===== src/stot_pkg.sv =====
package stot_pkg;

  localparam int COORD_WIDTH = 16;
  localparam int RADIUS_W    = 15;
  localparam int RR_W        = 2 * RADIUS_W + 1;

  // operand slice width of the pipelined multiplier
  localparam int MUL_CHUNK   = 24;

  // register stages from input capture to the result register
  localparam int PIPE_DEPTH  = 16;

  localparam int CFG_IDX_W   = 4;
  localparam int CFG_DATA_W  = 32;

  typedef enum logic [CFG_IDX_W-1:0] {
    CFG_SPHERE_RADIUS = 4'd0,
    CFG_OFFSET_X      = 4'd1,
    CFG_OFFSET_Y      = 4'd2,
    CFG_OFFSET_Z      = 4'd3
  } cfg_idx_t;

  typedef logic [2:0] sep_t;

  localparam sep_t SEP_NONE    = 3'd0;
  localparam sep_t SEP_PLANE   = 3'd1;
  localparam sep_t SEP_VTX_A   = 3'd2;
  localparam sep_t SEP_VTX_B   = 3'd3;
  localparam sep_t SEP_VTX_C   = 3'd4;
  localparam sep_t SEP_EDGE_AB = 3'd5;
  localparam sep_t SEP_EDGE_BC = 3'd6;
  localparam sep_t SEP_EDGE_CA = 3'd7;

  typedef struct packed {
    logic overlap;
    sep_t sep;
    logic last;
  } res_t;

endpackage


===== src/stot_obuf.sv =====
// Output register plus one spare entry; upstream stalls only when the spare is taken.
module stot_obuf (
  input  logic            clk,
  input  logic            rst_n,
  input  logic            push,
  input  stot_pkg::res_t  push_data,
  output logic            en,
  output logic            out_valid,
  input  logic            out_ready,
  output stot_pkg::res_t  out_data
);

  logic           out_vld_r;
  logic           spare_vld_r;
  stot_pkg::res_t out_data_r;
  stot_pkg::res_t spare_r;

  assign en        = !spare_vld_r;
  assign out_valid = out_vld_r;
  assign out_data  = out_data_r;

  always_ff @(posedge clk) begin
    if (!rst_n) begin
      out_vld_r   <= 1'b0;
      spare_vld_r <= 1'b0;
    end else if (!out_vld_r || out_ready) begin
      if (spare_vld_r) begin
        out_vld_r   <= 1'b1;
        spare_vld_r <= 1'b0;
      end else begin
        out_vld_r <= push;
      end
    end else if (push) begin
      spare_vld_r <= 1'b1;
    end
  end

  always_ff @(posedge clk) begin
    if (!out_vld_r || out_ready) begin
      out_data_r <= spare_vld_r ? spare_r : push_data;
    end else if (push) begin
      spare_r <= push_data;
    end
  end

`ifndef ASSERT_OFF
  a_spare_needs_out: assert property (@(posedge clk) disable iff (!rst_n)
    spare_vld_r |-> out_vld_r)
    else $error("spare entry held while output register is empty");

  a_no_push_when_full: assert property (@(posedge clk) disable iff (!rst_n)
    spare_vld_r |-> !push)
    else $error("pipeline pushed into a full output buffer");

  a_stall_fills_spare: assert property (@(posedge clk) disable iff (!rst_n)
    (out_vld_r && !out_ready && push) |=> spare_vld_r)
    else $error("stalled transaction not captured in spare entry");

  a_overlap_code: assert property (@(posedge clk) disable iff (!rst_n)
    out_vld_r |-> (out_data_r.overlap == (out_data_r.sep == stot_pkg::SEP_NONE)))
    else $error("overlap flag disagrees with separating axis code");
`endif

endmodule


===== config.mk =====
export PLATFORM = sky130hd
export DESIGN_NAME = stot_obuf
export DESIGN_NICKNAME = d
export VERILOG_FILES = /design/src/stot_pkg.sv /design/src/stot_obuf.sv
export SDC_FILE = /design/constraint.sdc
export NUM_CORES = 1
export LEC_CHECK = 0
export BUFFER_PORTS_ARGS = -buffer_cell sky130_fd_sc_hd__clkbuf_2
export CORE_MARGIN = 2
export CORE_UTILIZATION = 25
export CTS_BUF_LIST = sky130_fd_sc_hd__clkbuf_8 sky130_fd_sc_hd__clkbuf_16
export DETAILED_ROUTE_END_ITERATION = 16
export HOLD_SLACK_MARGIN = 0.15
export PLACE_DENSITY = 0.55
export SLEW_MARGIN = 25
export SYNTH_ARGS = -nofsm -noshare
export SYNTH_HDL_FRONTEND = slang
export SYNTH_SLANG_ARGS = --single-unit

===== constraint.sdc =====
create_clock -name clk -period 1.65 [get_ports clk]
set_clock_uncertainty 0.1 [all_clocks]
set_input_delay 0.33 -clock clk [delete_from_list [all_inputs] [get_ports clk]]
set_output_delay 0.33 -clock clk [all_outputs]
set_load 0.005 [all_outputs]

=== Word-level counts from Yosys, hierarchy flattened ===
Index checks and enable logic that the tools add are counted.

* Eq/ne operators: 0
* Bitwise logic cells: 2
* Magnitude comparators: 0
* Shift-type cells: 0
* Div/mod/pow operators: 0
* Add/subtract/negate cells: 0
* Multipliers: 0
* Muxes and demuxes: 2
* Reduce and logical (&&, ||, !) cells: 5

{| class="wikitable"
|+ Operators by type and width
! operator !! count
|-
| $mux 5 || 1
|-
| $logic_not 1->1 || 2
|-
| $not 1->1 || 2
|-
| $reduce_and 2->1 || 1
|-
| $reduce_or 2->1 || 1
|-
| $logic_or 1x1->1 || 1
|-
| $mux 1 || 1
|}

* Memories kept: 0
* Bits of input ports: 9
* Memory bits (writable): 0
* Latch bits: 0
* ROM bits: 0
* Output and inout port bits: 7
* Flip-flop bits (word level): 12

=== Depth between registers and ports, before layout ===
Gate-level depths: netlist of the first run.

* Depth in word-level cells: 4
* Depth in mapped cells: 3
* Depth with buffers taken out: 2

=== Worst setup path after synthesis of the first run ===
No wires, ideal clock.

* Kind: input -> register
* Start: in out_ready
* End: reg spare_r[0] (netlist name), enable pin
* Buffers on the path: 0
* Data arrival time: 872 ps
* Setup time: 340 ps
* Data required time: 1210 ps
* Cell stages on the path: 2
* Slack: 338 ps
* Path through: nand2b_1 -> nor2_1

* Cells in the longest elaborated chain, start to end: 3

{| class="wikitable"
|+ RTL lines
! what !! RTL line !! RTL
|-
| from (decl) || stot_obuf.sv:9 || <nowiki>input logic out_ready,</nowiki>
|-
| $logic_or 1x1->1 || stot_obuf.sv:39 || <nowiki>if (!out_vld_r || out_ready) begin</nowiki>
|-
| $not 1->1 (no source line) || n/a ||
|-
| $reduce_and 2->1 (no source line) || n/a ||
|-
| to (signal assigned) || stot_obuf.sv:42 || <nowiki>spare_r <= push_data;</nowiki>
|-
| to (decl) || stot_obuf.sv:16 || <nowiki>stot_pkg::res_t spare_r;</nowiki>
|}

No other way between the ends.
A chain may end at the register's enable or synchronous reset.

=== Worst setup path after layout of the first run ===
* Start: reg spare_vld_r
* End: out en

* Cells in the longest elaborated chain, start to end: 1

{| class="wikitable"
|+ RTL lines
! what !! RTL line !! RTL
|-
| from (decl) || stot_obuf.sv:14 || <nowiki>logic spare_vld_r;</nowiki>
|-
| from (signal assigned) || stot_obuf.sv:25 || <nowiki>spare_vld_r <= 1'b0;</nowiki>
|-
| from (signal assigned) || stot_obuf.sv:29 || <nowiki>spare_vld_r <= 1'b0;</nowiki>
|-
| from (signal assigned) || stot_obuf.sv:34 || <nowiki>spare_vld_r <= 1'b1;</nowiki>
|-
| $logic_not 1->1 || stot_obuf.sv:18 || <nowiki>assign en = !spare_vld_r;</nowiki>
|-
| to (decl) || stot_obuf.sv:7 || <nowiki>output logic en,</nowiki>
|}

No other way between the ends.

==> results.yml, run 1 <==
outcome:
  outcome: "completed"
timing:
  finalCriticalPeriod_ns: 1.398
  setup_ws_ns: 0.2517
  slew_violations: 0
  whs_ns: 0.1913
  period_share_pct: 84.74
  worst_slew_margin_rel_pct: 74.22
  fmax_ghz: 0.7152
  tightest_slew_ns: 0.3853
  final-setup-viol-count: 0
  rsz0062_at_grt: "false"
  setup_tns_ns: 0
  hold_viol: 0
layout:
  layout-drive-gt1-share_pct: 59.09
  antenna_cells: 0
  fin_util_pct: 35.41
  layout.cells.non_filler: 69
  multi_input_area_um2: 111.4
  finish.instance_area_um2: 618.1
  regArea_um2: 340.3
  layout.nets: 54
  areaGrowthSynthToFinish_pct: 31.38
  fill_cells: 182
grt:
  grt_usage_pct: 7.334
  overflow: 0
  antenna_found_initial: 0
  grt_pass1_wl_um: 1021
  grt_max_degree: 8
  grt_pass1_vias: 250
clock_network:
  path_clk_slew_ns: 0.05
  ctsHoldBuffers: 0
  cts_tree: "built"
  cts-root-buf: "clkbuf_8"
  htree_levels: 1
  cts_made_buffers: 3
  cts.sink_count: 12
  clk_latency_ns: 0.23
  cts-resized-gates: 0
  postCtsSetupBuffers: 0
  cts_buffer_depth: 2
drt:
  via_count: 256
  wl_um: 676
  drtAntennaViolNets: 0
  drc_errors: 0
  drt_iter0_drc: 6
  drtPass1Iterations: 4
  avgViaCountPerCell: 3.710
  wl_per_cell_um: 9.797
worst_hold_path:
  hold-path-endpoint: "spare_r[1]$_DFFE_PP_"
  min_from: "push_data[1]"
  holdPathStages: 1
  hp-class: "input port to flop"
critical_path:
  rr_startpoint: "spare_vld_r$_SDFFE_PP0P_"
  cp.arrival_ns: 0.97
  slowest_delay_ns: 0.55
  cp-start-kind: "flop"
  rrSetupSlack_ns: 0.42
  r2r_end: "out_data[0]$_DFFE_PP_"
  endpoint_kind: "output pin"
  path_cells: "inv_1 -> clkbuf_2"
  crit_type: "flop to output pin"
  slowest_stage: "dfxtp_1"
  cp_max_fo: 7
  worstPathRequired_ns: 1.22
  worstRegToRegCells: 1
die:
  coreArea_mm2: 0.001745
  start_util_pct: 26.95
  die_h_um: 47.38
  die_width_um: 47.38
  ios: 16
  die-area_mm2: 0.002245
  num_rows: 15
logic_synthesis:
  netlist_instances: 25
  synth_seq_cells: 12
  synth_nets: 34
  syn_area_um2: 470.5
  yosysSeqAreaShare_pct: 72.34
  avgSynthCellArea_um2: 18.82
  synth_cell_types: 10
  synth.yosys.warnings: 0
job:
  cap_violations: 0
power_and_ir_drop:
  ir_worst_vdd_v: 0.0006812
  p_clk_share_pct: 39.5
  p_int_mw: 0.5369
  power_mw: 0.6575
  p_comb_share_pct: 7.1
  switching_power_mw: 0.1206
  switching_share_pct: 18.35
  p_leak_nw: 0.2547
  seqPwrFrac_pct: 53.3
  p_per_area_mw_per_mm2: 1064
placed_design:
  gp_congestion: 0.6139
  placed_cell_area_um2: 573.1
  portBuffers: 15
  dp.cells: 65
  dpl_worst_slack_ns: 0.3197
  dpl.hpwl_um: 564
layout make-up:
| type | count | share of cell area [%] |
|---|---|---|
| Sequential cell | 12 | 55.06 |
| Multi-Input combinational cell | 10 | 18.02 |
| Timing Repair Buffer | 16 | 13.36 |
| Clock buffer | 3 | 6.680 |
| Tap cell | 25 | 5.061 |
| Inverter | 2 | 1.215 |
| Clock inverter | 1 | 0.6073 |
synthesized netlist by cell type:
| cell | n | area [µm²] |
|---|---|---|
| edfxtp_1 | 10 | 300.3 |
| mux2_4 | 5 | 75.07 |
| dfxtp_1 | 2 | 40.04 |
| inv_1 | 2 | 7.510 |
| a21boi_0 | 1 | 7.510 |
| buf_6 | 1 | 11.26 |
| nand2b_1 | 1 | 6.260 |
| nor2_1 | 1 | 3.750 |
| nor2_2 | 1 | 6.260 |
| nor3b_2 | 1 | 12.51 |
cells in the final DEF, fill, tap and decap left out:
cell type and instances:
nand2b_1 1, nor2_2 1, nor3b_2 1, dfxtp_1 2, mux2_4 5, clkbuf_8 3, inv_1 2, a21boi_0 1
edfxtp_1 10, clkbuf_2 15, clkinv_1 1, buf_4 1, nor2_1 1
kinds of logic after synthesis:
family | share of synthesized area [%]
buffers and inverters | 3.990
AO/OA/AOI/OAI | 1.596
multiplexers | 15.96
flip-flops | 72.34
AND/OR/NAND/NOR | 6.118
power by group through the flow:
| stage | combinational (mW) | sequential [mW] | clock (mW) |
|---|---|---|---|
| finish | 0.0470 | 0.351 | 0.260 |
| global route | 0.0519 | 0.352 | 0.285 |
| CTS | 0.0482 | 0.351 | 0.268 |
| detailed placement | 0.0481 | 0.357 | 0 |
| global placement | 0.0472 | 0.356 | 0 |
| floorplan | 0.0215 | 0.357 | 0 |
worst max-delay path, delay by kind of cell, from the launching register on:
| kind | cells | cell delay (ns) |
|---|---|---|
| buffers and inverters | 2 | 0.19 |
| flip-flops | 1 | 0.55 |
state kept, by name (all words and copies together), names as in the netlist:
signal,flops
out_data,5
out_valid,1
spare_vld_r,1
spare_r,5
metal layers:
metal / global-route usage [%] / part of all wire (%)
met5: 0 / 0
met4: 1.667 / 0
met3: 5.769 / 9.6
met2: 13.24 / 53
met1: 6.220 / 37
worst max-delay path by stage:
| stage | start | to | slack [ns] | cells after the start |
|---|---|---|---|---|
| after floorplan | out_ready | spare_r[0]$_DFFE_PP_ | 0.34 | 2 |
| after global placement | out_ready | spare_r[2]$_DFFE_PP_ | 0.36 | 3 |
| after detailed placement | out_ready | spare_r[1]$_DFFE_PP_ | 0.32 | 3 |
| after CTS | spare_vld_r$_SDFFE_PP0P_ | en | 0.24 | 2 |
| after global routing | spare_vld_r$_SDFFE_PP0P_ | en | 0.18 | 2 |
| final | spare_vld_r$_SDFFE_PP0P_ | en | 0.25 | 2 |
(Power assumes the default switching activity.)
==> run 2: changes to the inputs <==
Settings changed: ABC_AREA from default to 1.
Clock period 1.65 ns to 1.3 ns, I/O delays scaled along.
==> results.yml, run 2 <==
critical_path:
  crit_type: "flop to output pin"
  cp.depth: 2
  worstRegToRegCells: 3
  cp_max_fo: 8
  slowest_stage: "dfxtp_2"
  r2r_end: "spare_r[3]$_DFFE_PP_"
  crit_end: "en"
  path_cells: "inv_2 -> clkbuf_2"
  rrSetupSlack_ns: 0.25
  cp-start-kind: "flop"
  rr_startpoint: "out_valid$_SDFFE_PN0P_"
  endpoint_kind: "output pin"
  cp_top_family: "flip-flops"
  crit_buf_inv: 2
  critPathLaunch: "spare_vld_r$_SDFFE_PP0P_"
  cp.arrival_ns: 0.83
  worstPathRequired_ns: 0.94
  slowest_delay_ns: 0.39
die:
  num_rows: 15
  die_h_um: 46.03
  ios: 16
  start_util_pct: 26.15
  die_width_um: 46.03
  die-area_mm2: 0.002119
  coreArea_mm2: 0.001689
logic_synthesis:
  synth.most_common_cell: "nand2_1"
  async_flop_share_pct: 0
  avgSynthCellArea_um2: 11.62
  synth-edff-count: 10
  synth.top_cell.area_share_pct: 67.99
  yosysTopAreaCell: "edfxtp_1"
  netlist_instances: 38
  synth.yosys.warnings: 0
  synth_nets: 47
  synth_cell_types: 9
  synth_seq_cells: 12
  syn_area_um2: 441.7
  synth_area_leaders: "edfxtp_1 68%, nand2_1 14%, dfxtp_1 9.1%, nor2_1 2.5%, inv_1 1.7%"
  synth_common_cells: "17 x nand2_1, 10 x edfxtp_1, 3 x nor2_1"
  yosysSeqAreaShare_pct: 77.05
  synth_top_flop_cell: "edfxtp_1"
power_and_ir_drop:
  power_mw: 0.8627
  seqPwrFrac_pct: 52.0
  switching_power_mw: 0.1711
  ir_worst_vdd_v: 0.0004482
  p_leak_nw: 0.3075
  p_per_area_mw_per_mm2: 1299
  p_int_mw: 0.6916
  p_clk_share_pct: 39.5
  switching_share_pct: 19.83
  p_comb_share_pct: 8.6
clock_network:
  postCtsSetupBuffers: 0
  htree_levels: 1
  clk_latency_ns: 0.24
  cts-root-buf: "clkbuf_8"
  cts_buffer_depth: 2
  path_clk_slew_ns: 0.05
  cts_tree: "built"
  cts.sink_count: 12
  cts_made_buffers: 3
drt:
  via_count: 333
  drc_errors: 0
  drtPass1Iterations: 3
  wl_um: 704
  wl_per_cell_um: 8.585
  avgViaCountPerCell: 4.061
  drt_iter0_drc: 5
  drtAntennaViolNets: 0
layout:
  layout-drive-gt1-share_pct: 33.85
  antenna_cells: 0
  layout.nets: 75
  areaGrowthSynthToFinish_pct: 50.42
  fin_util_pct: 39.33
  final_cell_mix: "17 x nand2_1, 15 x clkbuf_2, 10 x edfxtp_1"
  layout_commonest_cell: "nand2_1"
  fill_cells: 175
grt:
  grt_usage_pct: 8.905
  grt_max_degree: 9
  antenna_found_initial: 0
  grt_pass1_vias: 286
  grt_pass1_wl_um: 1138
  overflow: 0
timing:
  hold_viol: 0
  rsz0062_at_grt: "false"
  period_share_pct: 91.50
  worst_slew_margin_rel_pct: 90.61
  final-setup-viol-count: 0
  finalCriticalPeriod_ns: 1.189
  slew_violations: 0
  tightest_slew_ns: 0.1408
  fmax_ghz: 0.8407
  setup_tns_ns: 0
placed_design:
  gp_congestion: 0.6647
  dpl.hpwl_um: 529.8
  portBuffers: 15
job:
  cap_violations: 0
worst_hold_path:
  hp-class: "input port to flop"
outcome:
  outcome: "completed"
[run 2: cell count changes after synthesis]
cell / previous run / this run
nand3_1: 0 / 1
o21ai_1: 0 / 1
mux2_4: 5 / 0
nor3b_2: 1 / 0
nand2_1: 0 / 17
nor2_2: 1 / 0
nand2b_1: 1 / 0
buf_6: 1 / 0
a21boi_0: 1 / 0
nor2_1: 1 / 3
clkbuf_2: 0 / 1
inv_2: 0 / 1
[run 2: what timing repair did]
action / CTS / global route
hold buffers: 7 / 0
gates resized for setup: 1 / 0
endpoints found under the setup margin: 1 / 0
endpoints found under the hold margin: 6 / 0
[run 2: layer usage]
metal	vias to the layer above	wire length (µm)	track usage [%]
met5	-	0	0
met4	0	39	13.71
met3	4	40	2.381
met2	12	320	12.50
met1	141	303	8.458
li1	176	-	-
[run 2: cell type report]
| class | count | area [µm²] | share of cell area [%] |
|---|---|---|---|
| timing repair buffer | 24 | 160.2 | 24.11 |
| clock inverter | 1 | 3.754 | 0.5650 |
| inverter | 3 | 11.26 | 1.695 |
| tap | 17 | 21.27 | 3.202 |
| clock buffer | 3 | 41.29 | 6.215 |
| multi-input combinational | 22 | 85.08 | 12.81 |
| sequential | 12 | 341.6 | 51.41 |
[run 2: cells by family (layout without fill, tap and decap cells)]
group	after synthesis	count (layout)	synth area share (%)
compound gates	1	1	1.132
buf+inv	4	31	3.681
flops	12	12	77.05
simple gates	21	21	18.13
[run 2: worst min-delay path: stages]
cell,delay [ns]
clkbuf_2,0.09
nor2_1,0.08
nor2_1,0.05
[run 2: how the worst min path moves through the flow]
stage                 startpoint                  endpoint  slack (ns)  cells past startpoint
detailed placement  push_data[2]      spare_r[2]$_DFFE_PP_        0.36                      1
CTS                         push  spare_vld_r$_SDFFE_PP0P_        0.18                      3
global placement    push_data[1]      spare_r[1]$_DFFE_PP_        0.36                      1
global route           out_ready  spare_vld_r$_SDFFE_PP0P_        0.24                      4
finish                      push  spare_vld_r$_SDFFE_PP0P_        0.19                      3
floorplan           push_data[0]      spare_r[0]$_DFFE_PP_        0.26                      0
[run 2: power by group through the flow]
| stage | Combinational (mW) | Sequential, mW | Clock [mW] |
|---|---|---|---|
| after global placement | 0.0583 | 0.455 | 0 |
| final | 0.0739 | 0.448 | 0.341 |
| after CTS | 0.0746 | 0.448 | 0.353 |
| after global routing | 0.0837 | 0.451 | 0.369 |
| after floorplan | 0.0201 | 0.457 | 0 |
| after detailed placement | 0.0584 | 0.456 | 0 |
[run 2: metrics by stage]
step	instance area [µm²]	hold WS, ns	std cells	worst slack (ns)
floorplan	441.7	0.2589	38	0.09394
global placement	548.0	0.3595	71	0.2142
detailed placement	548.0	0.3565	71	0.2164
CTS	664.4	0.1792	82	0.09563
global route	664.4	0.2360	82	0.06526
finish	664.4	0.1856	82	0.1105
