## config.mk

```make
export PLATFORM = sky130hd
export DESIGN_NAME = stot_mul
export DESIGN_NICKNAME = d
export VERILOG_FILES = /design/src/stot_pkg.sv /design/src/stot_mul.sv
export SDC_FILE = /design/constraint.sdc
export NUM_CORES = 1
export LEC_CHECK = 0
export ABC_AREA = 0
export BUFFER_PORTS_ARGS = -buffer_cell sky130_fd_sc_hd__buf_2
export CAP_MARGIN = 20
export CORE_MARGIN = 2
export CORE_UTILIZATION = 63
export CTS_CLUSTER_SIZE = 40
export DETAILED_ROUTE_END_ITERATION = 16
export PLACE_DENSITY = 0.81
export SYNTH_ARGS = -nofsm -noshare
export SYNTH_HDL_FRONTEND = slang
export SYNTH_SLANG_ARGS = --single-unit
export TNS_END_PERCENT = 20
```

## constraint.sdc

```tcl
create_clock -name clk -period 7.3 [get_ports clk]
set_clock_uncertainty 0.05 [all_clocks]
set_input_delay 0.365 -clock clk [delete_from_list [all_inputs] [get_ports clk]]
set_output_delay 0.365 -clock clk [all_outputs]
set_load 0.05 [all_outputs]
```

## src/stot_pkg.sv

```systemverilog
package stot_pkg;

  localparam int COORD_WIDTH = 16;
  localparam int RADIUS_W    = 15;
  localparam int RR_W        = 2 * RADIUS_W + 1;

  // operand slice width of the pipelined multiplier
  localparam int MUL_CHUNK   = 24;

  // register stages from input capture to the result register
  localparam int PIPE_DEPTH  = 16;

  localparam int CFG_IDX_W   = 4;
  localparam int CFG_DATA_W  = 32;

  typedef enum logic [CFG_IDX_W-1:0] {
    CFG_SPHERE_RADIUS = 4'd0,
    CFG_OFFSET_X      = 4'd1,
    CFG_OFFSET_Y      = 4'd2,
    CFG_OFFSET_Z      = 4'd3
  } cfg_idx_t;

  typedef logic [2:0] sep_t;

  localparam sep_t SEP_NONE    = 3'd0;
  localparam sep_t SEP_PLANE   = 3'd1;
  localparam sep_t SEP_VTX_A   = 3'd2;
  localparam sep_t SEP_VTX_B   = 3'd3;
  localparam sep_t SEP_VTX_C   = 3'd4;
  localparam sep_t SEP_EDGE_AB = 3'd5;
  localparam sep_t SEP_EDGE_BC = 3'd6;
  localparam sep_t SEP_EDGE_CA = 3'd7;

  typedef struct packed {
    logic overlap;
    sep_t sep;
    logic last;
  } res_t;

endpackage

```

## src/stot_mul.sv

```systemverilog
// Signed multiplier, three register stages: slice products, row sums, final sum.
module stot_mul #(
  parameter int WA = 16,
  parameter int WB = 16
) (
  input  logic                    clk,
  input  logic                    en,
  input  logic signed [WA-1:0]    a,
  input  logic signed [WB-1:0]    b,
  output logic signed [WA+WB-1:0] p
);

  localparam int C  = stot_pkg::MUL_CHUNK;
  localparam int NA = (WA + C - 1) / C;
  localparam int NB = (WB + C - 1) / C;
  localparam int SW = (NA + NB) * C + 2;
  localparam int PW = 2 * C + 2;

  logic signed [NA*C-1:0] ax;
  logic signed [NB*C-1:0] bx;
  logic signed [C:0]      as [NA];
  logic signed [C:0]      bs [NB];

  logic signed [PW-1:0]   pp_r    [NA][NB];
  logic signed [SW-1:0]   row_nxt [NA];
  logic signed [SW-1:0]   row_r   [NA];
  logic signed [SW-1:0]   p_nxt;
  logic signed [WA+WB-1:0] p_r;

  assign ax = (NA*C)'(a);
  assign bx = (NB*C)'(b);

  // lower slices are unsigned, the top slice carries the sign
  for (genvar i = 0; i < NA; i++) begin : g_as
    if (i == NA - 1) begin : g_top
      assign as[i] = $signed({ax[i*C+C-1], ax[i*C +: C]});
    end else begin : g_low
      assign as[i] = $signed({1'b0, ax[i*C +: C]});
    end
  end

  for (genvar j = 0; j < NB; j++) begin : g_bs
    if (j == NB - 1) begin : g_top
      assign bs[j] = $signed({bx[j*C+C-1], bx[j*C +: C]});
    end else begin : g_low
      assign bs[j] = $signed({1'b0, bx[j*C +: C]});
    end
  end

  always_ff @(posedge clk) begin
    if (en) begin
      for (int i = 0; i < NA; i++) begin
        for (int j = 0; j < NB; j++) begin
          pp_r[i][j] <= PW'(as[i]) * PW'(bs[j]);
        end
      end
    end
  end

  always_comb begin
    for (int i = 0; i < NA; i++) begin
      row_nxt[i] = '0;
      for (int j = 0; j < NB; j++) begin
        row_nxt[i] = row_nxt[i] + (SW'(pp_r[i][j]) <<< (j * C));
      end
    end
  end

  always_ff @(posedge clk) begin
    if (en) begin
      row_r <= row_nxt;
    end
  end

  always_comb begin
    p_nxt = '0;
    for (int i = 0; i < NA; i++) begin
      p_nxt = p_nxt + (row_r[i] <<< (i * C));
    end
  end

  always_ff @(posedge clk) begin
    if (en) begin
      p_r <= p_nxt[WA+WB-1:0];
    end
  end

  assign p = p_r;

endmodule

```

# Word-level counts from Yosys, hierarchy flattened

Memory sizes are Yosys's and may differ from the RTL's. A register that Yosys moved wholly into a read port is not among the register bits.
Cells that the tools add are included.

Multiplexer cells: 2
Multipliers: 1

Operator list:

| operator                     | number |
|---|---|
| multiplier 16 x 16 -> 32 bit | 1 |
| two-way mux 1 bit            | 2 |

Flip-flop bits (word level): 32
Memories: 1
Input port bits: 34
Output and inout port bits: 32
Bits in writable memories: 50
Logic and storage cells: 5

Memories:

| memory | words | width | rd ports | clocked after memory_dff | write ports | line           | RTL |
|---|---|---|---|---|---|---|---|
| pp_r   | 1     | 50    | 1        | 1                        | 1           | stot_mul.sv:24 | `logic signed [PW-1:0] pp_r [NA][NB];` |

# Logic depth before layout (Yosys ltp)

Gate-level depths: netlist of run 1.

Word-level depth: 2
Depth in mapped cells: 23
Depth with buffers taken out: 22

# Worst setup path after synthesis of run 1

No wires, ideal clock.

Path kind: input -> register
From: input port a[7]
To: memory pp_r[0][48] in the netlist's numbering, data pin
Library setup time: 0.266 ns
Required time: 6.984 ns
Stages on the path: 21
Slack: 1.293 ns
Arrival time: 5.691 ns
Cells stage by stage: clkbuf_1 nand2_1 fa_1 inv_1 fa_1 inv_1 fa_1 inv_1 fa_1 fa_1 inv_1 fa_1 inv_1 ha_1 and3_4 a221o_1 a2bb2oi_2 o31ai_2 a221o_1 nor4b_1 nor4_1

Longest elaborated chain between the ends: 1

Ends and longest elaborated chain:

| element                      | line           | RTL |
|---|---|---|
| from (decl)                  | stot_mul.sv:8  | `input logic signed [WA-1:0] a,` |
| multiplier 16 x 16 -> 32 bit | stot_mul.sv:54 | `pp_r[i][j] <= PW'(as[i]) * PW'(bs[j]);` |
| to (decl)                    | stot_mul.sv:24 |  |

Every way passes these cells.

# Worst setup path in the final report of run 1

From: input port a[7]
To: memory pp_r[0][22] in the netlist's numbering, data pin

Same word-level chain as after synthesis.

==> results of run 1 <==
-- state kept, by name (all words and copies together), names as in the netlist --
| signal | flops |
|---|---|
| p | 32 |
| pp_r | 32 |
| row_r | 31 |
| row_nxt | 1 |
-- layer usage --
metal  vias up  wire length (um)  track usage, %
met5         -                 0               0
met4         0               694           8.495
met3        61              2249           4.375
met2       383             12700           43.77
met1      4137             10630           36.12
li1       3657                 -               -
-- logic make-up (layout without fill, tap and decap cells) --
family	Yosys count	after routing	synth area share, %
fa+ha+maj	344	344	49.17
buf+inv	344	394	10.12
simple gates	298	298	11.66
flops	96	96	22.60
compound gates	75	75	3.973
xor+xnor	36	36	2.472
-- synthesized netlist by cell type, types with 2 or more instances --
cell	instances	area (um^2)
fa_1	262	5245
a21oi_1	22	110.1
a31oi_1	3	18.77
inv_1	312	1171
xor2_1	6	52.55
ha_1	82	1026
a211oi_1	3	22.52
a221o_1	2	20.02
xnor2_1	30	262.8
o21ai_0	12	60.06
o21a_1	6	45.04
a21o_1	8	60.06
o21bai_1	4	30.03
nor2_1	17	63.81
clkbuf_1	31	116.4
nand2_1	136	510.5
a2111oi_0	2	17.52
o211ai_1	3	22.52
nor3_1	3	15.01
edfxtp_1	96	2883
and2_1	119	744.5
nand3_1	5	25.02
nand2b_1	7	43.79
-- through the flow --
step / instances / setup slack, ns / area, um^2 / utilization, % / hold slack [ns]
4_1_cts: 1513 / 1.111 / 13600 / 67.89 / 0.3632
3_5_place_dp: 1497 / 0.7303 / 13310 / 66.41 / 0.3545
6_report: 1513 / 1.108 / 13600 / 67.89 / 0.3631
3_3_place_gp: 1497 / 1.008 / 13310 / 66.41 / 0.3504
5_1_grt: 1513 / 0.7412 / 13600 / 67.89 / 0.3699
2_1_floorplan: 1193 / 1.293 / 12750 / - / 0.3503
-- cell type report --
cell class,instances,area [um^2]
Fill cell,1555,6435
Clock buffer,10,229.0
Tap cell,270,337.8
Clock inverter,6,67.56
Sequential cell,96,2883
Inverter,312,1171
Multi-Input combinational cell,753,8581
Timing Repair Buffer,66,335.3
-- critical path, stage by stage --
cell,delay (ns)
buf_2,0.28
nand2_1,0.13
fa_1,0.56
inv_1,0.06
fa_1,0.50
inv_1,0.05
fa_1,0.53
inv_1,0.05
fa_1,0.45
fa_1,0.49
inv_1,0.05
fa_1,0.47
inv_1,0.04
ha_1,0.35
and3_4,0.22
a2111oi_0,0.51
nor2_1,0.20
a41oi_1,0.44
o21ai_0,0.15
a21oi_1,0.19
xnor2_1,0.11
-- path summary, 6_finish.rpt --
| check | to | cells after the start |
|---|---|---|
| hold reg to reg | row_r[8]$_DFFE_PP_ | 0 |
| setup reg to reg | row_r[27]$_DFFE_PP_ | 0 |
| hold / removal | row_r[8]$_DFFE_PP_ | 0 |
| setup / recovery | pp_r[0][22]$_DFFE_PP_ | 21 |
==> results.json, run 1 <==
{
  "areaGrowthSynthToFinish_pct": 6.661,
  "fin_crit_sh_pct": 84.82,
  "maxSlewHeadroom_pct": 54.49,
  "startpoint_type": "primary input",
  "synth_nets": 1571,
  "maxSlewViolCount": 0,
  "initial_core_util_pct": 63.65,
  "fmax_mhz": 161.5,
  "crit_required_ns": 7.32,
  "insertion_delay_ns": 0.34,
  "r2r_start": "pp_r[0][27]$_DFFE_PP_",
  "drt_pass1_iterations": 6,
  "min_from": "pp_r[0][8]$_DFFE_PP_",
  "setup_viol": 0,
  "grt_pass1_wl_um": 44160,
  "cts-hold-fix-buffers": 0,
  "synth_edf_count": 96,
  "synth_area_um2": 12750,
  "tightest_slew_ns": 0.6827,
  "rows": 52,
  "grtUsageTotal_pct": 26.34,
  "cts-root-buf": "clkbuf_16",
  "finalNetCount": 1616,
  "cp-end-kind": "flop",
  "worstSetupStartpoint": "a[7]",
  "worstPathArrival_ns": 6.21,
  "criticalPathCategory": "primary input to flop",
  "clock-sinks": 96,
  "coreArea_um2": 20040,
  "die_area_um2": 21400,
  "die_w_um": 146.3,
  "routed-via-count": 8238,
  "clock_path_buffers": 2,
  "place.gp.congestion": 0.8966,
  "io_pins": 66,
  "die_h_um": 146.3,
  "hold_viol_final": 0,
  "syn_inst": 1193,
  "vias_per_cell": 5.445,
  "avgSynthCellArea_um2": 10.69,
  "hold_path_class": "flop to flop",
  "grt-ovfl-total": 0,
  "numCtsBuffers": 9,
  "h-tree-depth": 3,
  "synthDistinctLibCells": 45,
  "antennaDiodeCount": 0,
  "ys_warn_count": 0,
  "rsz0062_at_grt": "no",
  "ys_ff_latch": 96,
  "wl_um": 26270,
  "drc_errors": 0,
  "numPortBuffers": 65,
  "hpwl_um": 21130,
  "status": "completed",
  "grt_pass1_vias": 8918,
  "antenna_found_initial": 0,
  "max_cap_violations": 0,
  "grt_max_degree": 59,
  "final_common_cell": "inv_1",
  "postCtsSetupBuffers": 0,
  "tritoncts": "built",
  "min_period_ns": 6.192,
  "ys_seq_area_share_pct": 22.60,
  "clkTransAtPathRegs_ns": 0.07,
  "async_flop_share_pct": 0,
  "drt_iter0_markers": 628,
  "ctsResizeCount": 0,
  "drive_gt1_share_pct": 7.160,
  "synthFlopType": "edfxtp_1",
  "path_max_fanout": 16,
  "tns_ns": 0,
  "final_cell_mix": "inv_1, fa_1, nand2_1",
  "post_drt_wl_per_cell_um": 17.36,
  "reg2reg_setup_slack_ns": 6.60,
  "ant_nets": 0
}
Power of run 1 is left out: the tool's default activity adds up to more than one toggle a clock period on the data nets, which glitch-free logic cannot reach.
==> inputs of run 2 (changes only) <==
CORE_UTILIZATION = 58   (was 63)
PLACE_DENSITY = 0.78   (was 0.81)
clock period = 5.05 ns   (was 7.3 ns; I/O delays follow)
==> run 2 against run 1 <==
  * The flow now finishes with violations (negative setup slack)
  * First-iteration DRC count down 18%
  * Count of clock-buffer cells in the layout shrank 1
  * Flip-flop and latch count unchanged
  * Worst setup slack got worse by 1.5 ns
  * Critical path depth is the same
  * Sequential share of layout area is 2.8 points lower
  * Cell area increased by 15%
  * Utilization increased by 4.2 points
  * Die area grew 8.4%
  * Register-to-register slack lost 2.3 ns
  * Highest routed layer unchanged
==> results.json, run 2 (synthesis gave the netlist of run 1 again) <==
{
  "min_period_ns": 5.464,
  "path_delay_family": "adder cells",
  "stdcell_count": 1699,
  "insertion_delay_ns": 0.34,
  "grtUsageTotal_pct": 24.76,
  "drive_gt1_share_pct": 25.44,
  "rr_worst_depth": 0,
  "dpl_cell_area_um2": 14680,
  "tritoncts": "built",
  "hold_end": "row_r[1]$_DFFE_PP_",
  "wl_um": 28110,
  "rsz0062_at_grt": "yes",
  "clkTransAtPathRegs_ns": 0.07,
  "rows": 54,
  "die_h_um": 152.3,
  "cpMostUsedCell": "fa_1",
  "die_area_um2": 23190,
  "tightest_slew_ns": 0.9120,
  "grt-ovfl-total": 0,
  "r2r_start": "row_r[2]$_DFFE_PP_",
  "status": "finished, violations left",
  "crit_chain": "buf_12 -> buf_12 -> and2_4 -> fa_1 -> inv_2 -> fa_1 -> fa_1 -> fa_1 -> inv_1 -> fa_1 -> inv_1 -> fa_1 -> inv_1 -> ha_1 -> a21o_1 -> a21oi_2 -> o21a_1 -> o31ai_4 -> a221o_1 -> nor4b_2 -> nor4_1",
  "numPortBuffers": 65,
  "path_max_fanout": 7,
  "antennaDiodeCount": 0,
  "cts-hold-fix-buffers": 0,
  "cp-end-kind": "flop",
  "failed_checks": "negative setup slack",
  "busiest_layer": "met2",
  "globalRouteMet3Util_pct": 3.299,
  "hold_viol_final": 0,
  "worstPathArrival_ns": 5.50,
  "fin_crit_sh_pct": 108.2,
  "path_buf_inv": 6,
  "ant_nets": 0,
  "drc_errors": 0,
  "dp_cells": 1663,
  "grt_pass1_vias": 9821,
  "reg2reg_setup_slack_ns": 4.35,
  "final_util_pct": 72.14,
  "criticalPathCategory": "primary input to flop",
  "h-tree-depth": 3,
  "drt_pass1_iterations": 5,
  "startpoint_type": "primary input",
  "place.gp.congestion": 0.8942,
  "fin_ws_ns": -0.4142,
  "die_w_um": 152.3,
  "vias_per_cell": 5.154,
  "grt_pass1_wl_um": 46170,
  "hold_path_class": "primary input to flop",
  "fin_area_um2": 15650,
  "routed-via-count": 8756,
  "final_cell_mix": "inv_1, fa_1, buf_4",
  "min_from": "en",
  "io_pins": 66,
  "maxSlewViolCount": 0,
  "antenna_found_initial": 0,
  "post_drt_wl_per_cell_um": 16.54,
  "finalNetCount": 1792,
  "grt_util_met2_pct": 43.67,
  "whs_path_depth": 1,
  "hpwl_um": 23150,
  "cpPeakStageDelay_ns": 0.56,
  "areaGrowthSynthToFinish_pct": 22.66,
  "cts-root-buf": "clkbuf_16",
  "numCtsBuffers": 9,
  "coreArea_um2": 21690,
  "crit_required_ns": 5.09,
  "clock-sinks": 96,
  "clock_path_buffers": 2,
  "slowest_stage": "fa_1",
  "fmax_mhz": 183.0,
  "setup_viol": 15,
  "grt_max_degree": 77,
  "tns_ns": -4.060,
  "initial_core_util_pct": 58.81,
  "timing.rr.end": "p[2]$_DFFE_PP_",
  "drt_iter0_markers": 513,
  "maxSlewHeadroom_pct": 39.20,
  "use_met1_pct": 32.73,
  "max_cap_violations": 0,
  "final_common_cell": "inv_1"
}
==> run 2: cell types whose count changed in the layout (fill, tap and decap cells not counted), sizes merged <==
cell	before	now
clkbuf	10	12
clkinvlp	2	0
bufinv	1	0
buf	66	239
inv	313	317
==> run 2: per-stage QoR <==
| stage | setup slack [ns] | hold WS [ns] |
|---|---|---|
| after floorplan | -0.5358 | 0.3150 |
| after global placement | -0.7531 | 0.3506 |
| after detailed placement | -0.8274 | 0.3545 |
| after CTS | -0.4127 | 0.2498 |
| after global routing | -0.5993 | 0.2521 |
| final | -0.4142 | 0.2571 |
==> run 2: layer usage <==
layer	vias to the layer above	part of all wire [%]
li1	4003	-
met1	4458	42
met2	259	51
met3	36	4.8
met4	0	1.7
met5	-	0
==> run 2: repair_timing <==
item / 4_1_cts / 5_1_grt
setup buffers: 2 / 18
pin swaps: 32 / 74
resized for setup: 64 / 84
setup endpoints to repair: 16 / 19
==> run 2: cell type report <==
type | instances | area, um^2
fillers | 1430 | 6043
repair buffers | 242 | 1891
inverters | 312 | 1171
clock buffers | 9 | 225.2
flip-flops and latches | 96 | 2883
clock inverters | 7 | 60.06
multi-input cells | 753 | 9065
well taps | 280 | 350.3
==> run 2: how the worst max path moves through the flow <==
stage	slack, ns	cells after the start	from	to
global placement	-0.75	18	a[15]	pp_r[0][48]$_DFFE_PP_
detailed placement	-0.83	20	b[1]	pp_r[0][28]$_DFFE_PP_
floorplan	-0.54	21	b[8]	pp_r[0][48]$_DFFE_PP_
global route	-0.60	21	b[4]	pp_r[0][48]$_DFFE_PP_
CTS	-0.41	21	a[5]	pp_r[0][48]$_DFFE_PP_
finish	-0.41	21	b[4]	pp_r[0][48]$_DFFE_PP_
Power of run 2 is left out for the same reason.
==> inputs of run 3 (changes only) <==
TNS_END_PERCENT = 100   (was 20)
==> run 3 against run 2 <==
  * The run still ends with negative setup slack left
  * Wire length is 2.1% lower
  * Register-to-register slack about the same
  * Worst hold slack improved by 0.087 ns
  * Fmax is 1.4% higher
  * First-iteration DRC count rose by 20%
  * Via count decreased by 0.47%
  * Count of clock-buffer cells in the layout is the same
  * Die area did not move
  * Cell area up 0.29%
  * Flip-flop and latch count unchanged
  * Global-route usage up 0.16 points
==> results.json, run 3 (synthesis gave the netlist of run 1 again) <==
{
  "io_pins": 66,
  "dp_cells": 1651,
  "ant_nets": 0,
  "hold_viol_final": 0,
  "r2r_start": "pp_r[0][48]$_DFFE_PP_",
  "worstPathArrival_ns": 5.49,
  "drive_gt1_share_pct": 25.36,
  "min_from": "en",
  "clock-sinks": 96,
  "tns_ns": -2.957,
  "fin_crit_sh_pct": 106.7,
  "numPortBuffers": 65,
  "maxSlewHeadroom_pct": 51.59,
  "path_max_fanout": 7,
  "cp-end-kind": "flop",
  "min_period_ns": 5.387,
  "hold_path_class": "primary input to flop",
  "crit_required_ns": 5.16,
  "insertion_delay_ns": 0.34,
  "cts-root-buf": "clkbuf_16",
  "rows": 54,
  "fin_ws_ns": -0.3368,
  "cts-hold-fix-buffers": 0,
  "grt-ovfl-total": 0,
  "post_drt_wl_per_cell_um": 16.33,
  "criticalPathCategory": "primary input to flop",
  "initial_core_util_pct": 58.81,
  "grt_max_degree": 61,
  "finalNetCount": 1777,
  "numCtsBuffers": 9,
  "vias_per_cell": 5.175,
  "stdcell_count": 1684,
  "fmax_mhz": 185.6,
  "wl_um": 27510,
  "rsz0062_at_grt": "yes",
  "die_h_um": 152.3,
  "antennaDiodeCount": 0,
  "routed-via-count": 8715,
  "worstSetupStartpoint": "a[7]",
  "clkTransAtPathRegs_ns": 0.07,
  "drt_iter0_markers": 618,
  "tightest_slew_ns": 0.7262,
  "antenna_found_initial": 0,
  "h-tree-depth": 3,
  "areaGrowthSynthToFinish_pct": 23.01,
  "final_common_cell": "inv_1",
  "drt_pass1_iterations": 5,
  "drc_errors": 0,
  "die_area_um2": 23190,
  "tritoncts": "built",
  "status": "finished, violations left",
  "grt_pass1_vias": 9741,
  "setup_viol": 14,
  "hpwl_um": 22940,
  "final_cell_mix": "inv_1, fa_1, buf_4",
  "grtUsageTotal_pct": 24.92,
  "clock_path_buffers": 2,
  "die_w_um": 152.3,
  "max_cap_violations": 0,
  "maxSlewViolCount": 0,
  "startpoint_type": "primary input",
  "failed_checks": "negative setup slack",
  "place.gp.congestion": 0.9144,
  "grt_pass1_wl_um": 46560,
  "coreArea_um2": 21690
}
==> run 3: cell types whose count changed in the layout (fill, tap and decap cells not counted), moves of 4 or more <==
| cell | previous run | this run |
|---|---|---|
| and2_4 | 17 | 13 |
| buf_6 | 19 | 26 |
| ha_1 | 69 | 65 |
| inv_2 | 20 | 24 |
| and2_1 | 102 | 106 |
| inv_1 | 292 | 288 |
| buf_4 | 165 | 142 |
| clkinvlp_4 | 0 | 4 |
==> run 3: timing repair <==
action / in CTS / in global routing
setup endpoints to repair: 17 / 19
pin swaps: 28 / 14
buffers inserted: 6 / 11
gates resized for setup: 73 / 80
==> run 3: per-stage QoR <==
step / cell area, um^2 / util (%) / setup WS (ns) / hold slack, ns
3_5_place_dp: 14720 / 67.85 / -0.8856 / 0.3545
2_1_floorplan: 13050 / - / -0.5151 / 0.3150
6_report: 15690 / 72.34 / -0.3368 / 0.3440
4_1_cts: 15350 / 70.77 / -0.2801 / 0.3415
5_1_grt: 15690 / 72.34 / -0.4677 / 0.3609
3_3_place_gp: 14720 / 67.85 / -0.7412 / 0.3505
==> run 3: final cells by class <==
type / instances / area [um^2]
Sequential cell: 96 / 2883
Fill cell: 1419 / 5998
Inverter: 312 / 1171
Clock inverter: 7 / 80.08
Multi-Input combinational cell: 753 / 9134
Tap cell: 280 / 350.3
Clock buffer: 9 / 225.2
Timing Repair Buffer: 227 / 1847
==> run 3: path summary, 6_finish.rpt <==
path                            to  slack, ns  cells after the start
max          pp_r[0][48]$_DFFE_PP_      -0.34                     18
min           pp_r[0][2]$_DFFE_PP_       0.34                      1
max reg2reg  row_nxt[48]$_DFFE_PP_       4.34                      0
min reg2reg        p[29]$_DFFE_PP_       0.37                      0
==> run 3: worst max-delay path, cell delays in order <==
cell	delay, ns
buf_12	0.11
and2_4	0.15
fa_1	0.53
inv_1	0.05
fa_1	0.50
fa_1	0.45
fa_1	0.51
inv_2	0.04
fa_1	0.48
fa_2	0.59
ha_4	0.21
a21o_4	0.20
a221o_1	0.40
a2bb2oi_4	0.18
o31ai_4	0.09
a221o_1	0.35
nor3b_2	0.17
nor4_1	0.21
==> run 3: per-layer routing <==
layer  up-vias  share of wire, %  track usage [%]  wire (um)
met3        39               6.1            2.873       1684
met1      4422                42            34.02      11540
li1       3977                 -                -          -
met2       277                50            42.86      13770
met5         -                 0                0          0
met4         0               1.9            6.987        512
Power of run 3 is left out for the same reason.
